<file path="src/rtl/aets_pkg.sv">
// ----------------------------------------------------------------------------
// aets_pkg
// Shared types and codes of the aging entity table smoother.
// ----------------------------------------------------------------------------
package aets_pkg;

  // command codes (in_tuser)
  localparam logic [1:0] CMD_UPDATE = 2'd0;
  localparam logic [1:0] CMD_TICK   = 2'd1;
  localparam logic [1:0] CMD_READ   = 2'd2;
  localparam logic [1:0] CMD_CLEAR  = 2'd3;

  // result status codes (out_tuser)
  localparam logic [2:0] ST_NEW      = 3'd0;
  localparam logic [2:0] ST_REFRESH  = 3'd1;
  localparam logic [2:0] ST_MISMATCH = 3'd2;
  localparam logic [2:0] ST_FULL     = 3'd3;
  localparam logic [2:0] ST_TICKED   = 3'd4;
  localparam logic [2:0] ST_READ     = 3'd5;
  localparam logic [2:0] ST_CLEARED  = 3'd6;

  // configuration register indexes
  localparam logic [1:0] CFG_SCENE_KEY  = 2'd0;
  localparam logic [1:0] CFG_INVERT_Y   = 2'd1;
  localparam logic [1:0] CFG_TTL_RELOAD = 2'd2;

  // floor(n/5) = (n * RECIP5) >> 34, exact for n < 2**32
  localparam logic [31:0] RECIP5   = 32'hCCCC_CCCD;
  // bias 5 * 2**24 keeps the dividend positive
  localparam logic [26:0] DIV_BIAS = 27'd83886080;

  // one table slot as stored in the slot memory
  typedef struct packed {
    logic [15:0]        id;
    logic [3:0]         color;
    logic signed [15:0] gx;
    logic signed [15:0] gy;
    logic signed [15:0] gz;
    logic signed [23:0] sx;
    logic signed [23:0] sy;
    logic signed [23:0] sz;
    logic [7:0]         ttl;
  } rec_t;

endpackage

</file>
<file path="src/rtl/aets_slot_ram.sv">
// ----------------------------------------------------------------------------
// aets_slot_ram
// Slot record memory: one write port, one registered read port.
// ----------------------------------------------------------------------------
module aets_slot_ram #(
  parameter int DEPTH = 16
) (
  input  logic                     clk,
  input  logic                     wr_en,
  input  logic [$clog2(DEPTH)-1:0] wr_addr,
  input  aets_pkg::rec_t           wr_data,
  input  logic                     rd_en,
  input  logic [$clog2(DEPTH)-1:0] rd_addr,
  output aets_pkg::rec_t           rd_data
);

  aets_pkg::rec_t mem [DEPTH];

  always_ff @(posedge clk) begin
    if (wr_en) begin
      mem[wr_addr] <= wr_data;
    end
  end

  always_ff @(posedge clk) begin
    if (rd_en) begin
      rd_data <= mem[rd_addr];
    end
  end

endmodule

</file>
<file path="config.mk">
export PLATFORM = sky130hd
export DESIGN_NAME = aets_slot_ram
export DESIGN_NICKNAME = d
export VERILOG_FILES = /design/src/rtl/aets_pkg.sv /design/src/rtl/aets_slot_ram.sv
export SDC_FILE = /design/constraint.sdc
export NUM_CORES = 2
export LEC_CHECK = 0
export BUFFER_PORTS_ARGS = -buffer_cell sky130_fd_sc_hd__buf_4
export CORE_MARGIN = 8
export CORE_UTILIZATION = 55
export CTS_CLUSTER_SIZE = 20
export DETAILED_ROUTE_END_ITERATION = 16
export PLACE_DENSITY = 0.72
export SLEW_MARGIN = 20
export SYNTH_ARGS = -nofsm -noshare
export SYNTH_HDL_FRONTEND = slang
export SYNTH_SLANG_ARGS = --single-unit
</file>
<file path="constraint.sdc">
create_clock -name clk -period 25.1 [get_ports clk]
set_input_delay 3.765 -clock clk [delete_from_list [all_inputs] [get_ports clk]]
set_output_delay 3.765 -clock clk [all_outputs]
set_load 0.01 [all_outputs]
</file>
==> summary.txt <==
Power and ir drop
  – LEAKAGE: around 0.034 uW
  – Power density cells: about 82 nW/um^2
  – Seq pwr share: 0.548
  – Sw Ratio: 0.206
  – Clk pwr share: 0.403
  – Net switching power: about 1800 uW
  – Part of the power in combinational logic: 0.049
  – Internal power: between 6000 and 7000 uW
  – Worst IR drop on VDD: roughly 67 uV

Floorplan
  – Rows: 151
  – # IOs: 307
  – Die width: 428 um
  – Die Ht: around 430 um
  – Core area: between 150000 and 200000 sq um
  – Initial Util: 0.552
  – Die area: roughly 180000 sq um

Cells and area
  – Commonest non-fill, non-tap cells in the layout: 2516 x edfxtp_1, 557 x mux4_2, 354 x buf_4
  – Commonest non-fill, non-tap cell in the layout: edfxtp_1
  – Design Area, Final: between 100000 and 150000 sq um
  – Fillers: roughly 11k
  – NumNets Final: 4435
  – Proportion of layout cells with a drive suffix above 1: 0.305
  – Area grow syn2layout: 13.5%

Clock tree
  – Number of CTS-inserted buffers: between 200 and 250
  – CTS tree: done
  – Clk Latency, worst-skew pair: 870 ps
  – Post-CTS sizing: 0
  – Clock buffer depth: 3
  – H-tree Lvls: 4
  – Hold buffer count at CTS: 0
  – # Post-CTS Setup Buffers: 0
  – CTS sink cnt: 2516
  – CTS Root Cell: clkbuf_16
  – CTS clock-pin slew for the worst setup and hold paths: about 60 ps

Logic synthesis
  – Library cells used by synthesis: 27
  – Post-synth ARST share: 0
  – EDFF count, synth: roughly 2.5k
  – Synth Flop Type: edfxtp_1
  – Cell Area, Synth: 93400 sq um
  – Syn nets: 4021
  – Register area share after synthesis: 0.809
  – Cells after Synth: 3862
  – Synth Warn #: 0
  – Synthesized flop and latch total: approximately 2.5k
  – Syn avg cell area: roughly 24 sq um

Worst setup path
  – Critical Path Start Type: primary input
  – Req. time, crit path: approximately 26000 ps
  – Top Family by Delay on Critical Path: buffers and inverters
  – Worst path slowest cell: buf_4
  – Endpoint type of the worst setup path: flop
  – Crit path kind: in2reg
  – CP most frequent cell: buf_4
  – CP bufs+invs: 5
  – Crit path DAT: roughly 8600 ps
  – Worst path max stage delay: 860 ps
  – CP Cell Sequence: buf_8, buf_4, buf_4, buf_4, buf_4, mux4_2, a22oi_1, nand2_1
  – Critical path peak fanout: 56

Drt
  – Highest Signal Layer: met5
  – Vias per inst: 6.31
  – DR DRC count: 0
  – Detailed Route Iter0 Violations: 4598
  – DRT Wirelength: approximately 210000 um
  – Routed Antenna Nets: 0
  – Met3 wire length: between 10000 and 15000 um
  – Met2 WL: ~110000 um
  – M1 WL: just over 80000 um
  – WL/cell: 31.4 um
  – Via count: ~42k
  – Initial DRT Pass Iterations: 7

STA
  – PnR worst setup slack: about 17000 ps
  – Max-Slew Margin vs Limit: 0.165
  – Setup-failing EPs final: 0
  – Fin crit share: 0.318
  – Setup Skew: 26.8 ps
  – Worst-margin pin slew: 1250 ps
  – Fin. max-slew vios: 0
  – Min Tclk post-route: around 8000 ps
  – Final-report hold violation count: 0
  – RSZ-0062 raised after global routing: no
  – Fmax: 0.125 GHz
  – Setup TNS: 0 ps

Global route
  – Largest net degree at the start of global routing: 149
  – All-Layer GR Usage: 0.227
  – Vias in the first global route: approximately 44k
  – Global-route wire length before repair: between 300000 and 400000 um
  – Total grt overflow: 0
  – Initial antenna violation count: 39

Placement
  – DPL Wire Length: 98800 um
  – Placed Area: 98200 sq um
  – Port buffer count: a little over 300
  – DP Worst Slack: approximately 16000 ps
  – Final Wtd Congestion: between 0.7 and 0.8

Run
  – Max-Cap Viols: 0

Status
  – Status: finished, final reports clean

Min path
  – Worst min path class: reg2reg
==> cell type report <==
cell class              instances  area [sq um]  area share
flip-flops and latches       2516         75600       0.713
multi-input cells            1145         16900       0.159
clock buffers                 283          6150      0.0580
diodes                         32          80.1    0.000756
well taps                    2218          2780      0.0262
clock inverters               152          1490      0.0140
repair buffers                376          3080      0.0291
==> power by group through the flow <==
stage | sequential (uW) | clock [uW] | combinational, uW
4_1_cts | 4770 | 3550 | 429
3_3_place_gp | 4850 | 0 | 420
5_1_grt | 4770 | 3710 | 452
6_report | 4770 | 3510 | 422
3_5_place_dp | 4860 | 0 | 428
2_1_floorplan | 4860 | 0 | 229
==> layer usage <==
layer,track usage,vias up
li1,-,17500
met3,0.0371,333
met2,0.387,1653
met4,0.0907,4
met5,0.000260,-
met1,0.295,23000
==> synthesized netlist by cell type (22+ instances only) <==
master    instances  area, sq um
nor2b_1          27          169
edfxtp_1       2516        75600
o221ai_1         22          193
mux2_2           63          709
mux4_2          557        12500
mux2i_1          27          270
nand2_1         115          432
buf_2            45          225
a22oi_1         254         1910
buf_6            32          360
clkbuf_1         89          334
buf_1            22         82.6
==> metrics by stage <==
step           instances  utilization  hold WS, ps  total power (uW)
2_1_floorplan       3862            -          710              5090
3_5_place_dp        6254        0.581          731              5280
6_report            6722        0.627          737              8700
3_3_place_gp        6254        0.581          722              5270
5_1_grt             6712        0.627          771              8930
4_1_cts             6689        0.626          738              8750
==> state kept, by name, indices dropped and copies added, names as in the netlist <==
register	flops
rd_data	148
mem	2368
==> worst reg2reg max path, delay by kind of cell, from the launching register on <==
kind / cells / cell delay [ps]
DFF: 1 / 370
muxes: 2 / 780
AOI/OAI and AO/OA: 1 / 220
==> logic make-up after synthesis <==
kind of cell           share of synthesized area
flip-flops                                 0.809
multiplexers                               0.145
AO/OA/AOI/OAI                             0.0252
buffers and inverters                     0.0118
AND/OR/NAND/NOR                          0.00905
==> final timing paths <==
check | startpoint | end | slack (ps) | depth (start not counted)
setup / recovery | rd_addr[0] | rd_data[127]$_DFFE_PP_ | 17130 | 8
hold / removal | mem[14][135]$_DFFE_PP_ | rd_data[135]$_DFFE_PP_ | 740 | 3
setup reg to reg | mem[5][113]$_DFFE_PP_ | rd_data[113]$_DFFE_PP_ | 23460 | 3
hold reg to reg | mem[14][135]$_DFFE_PP_ | rd_data[135]$_DFFE_PP_ | 740 | 3
(Power assumes the default switching activity.)
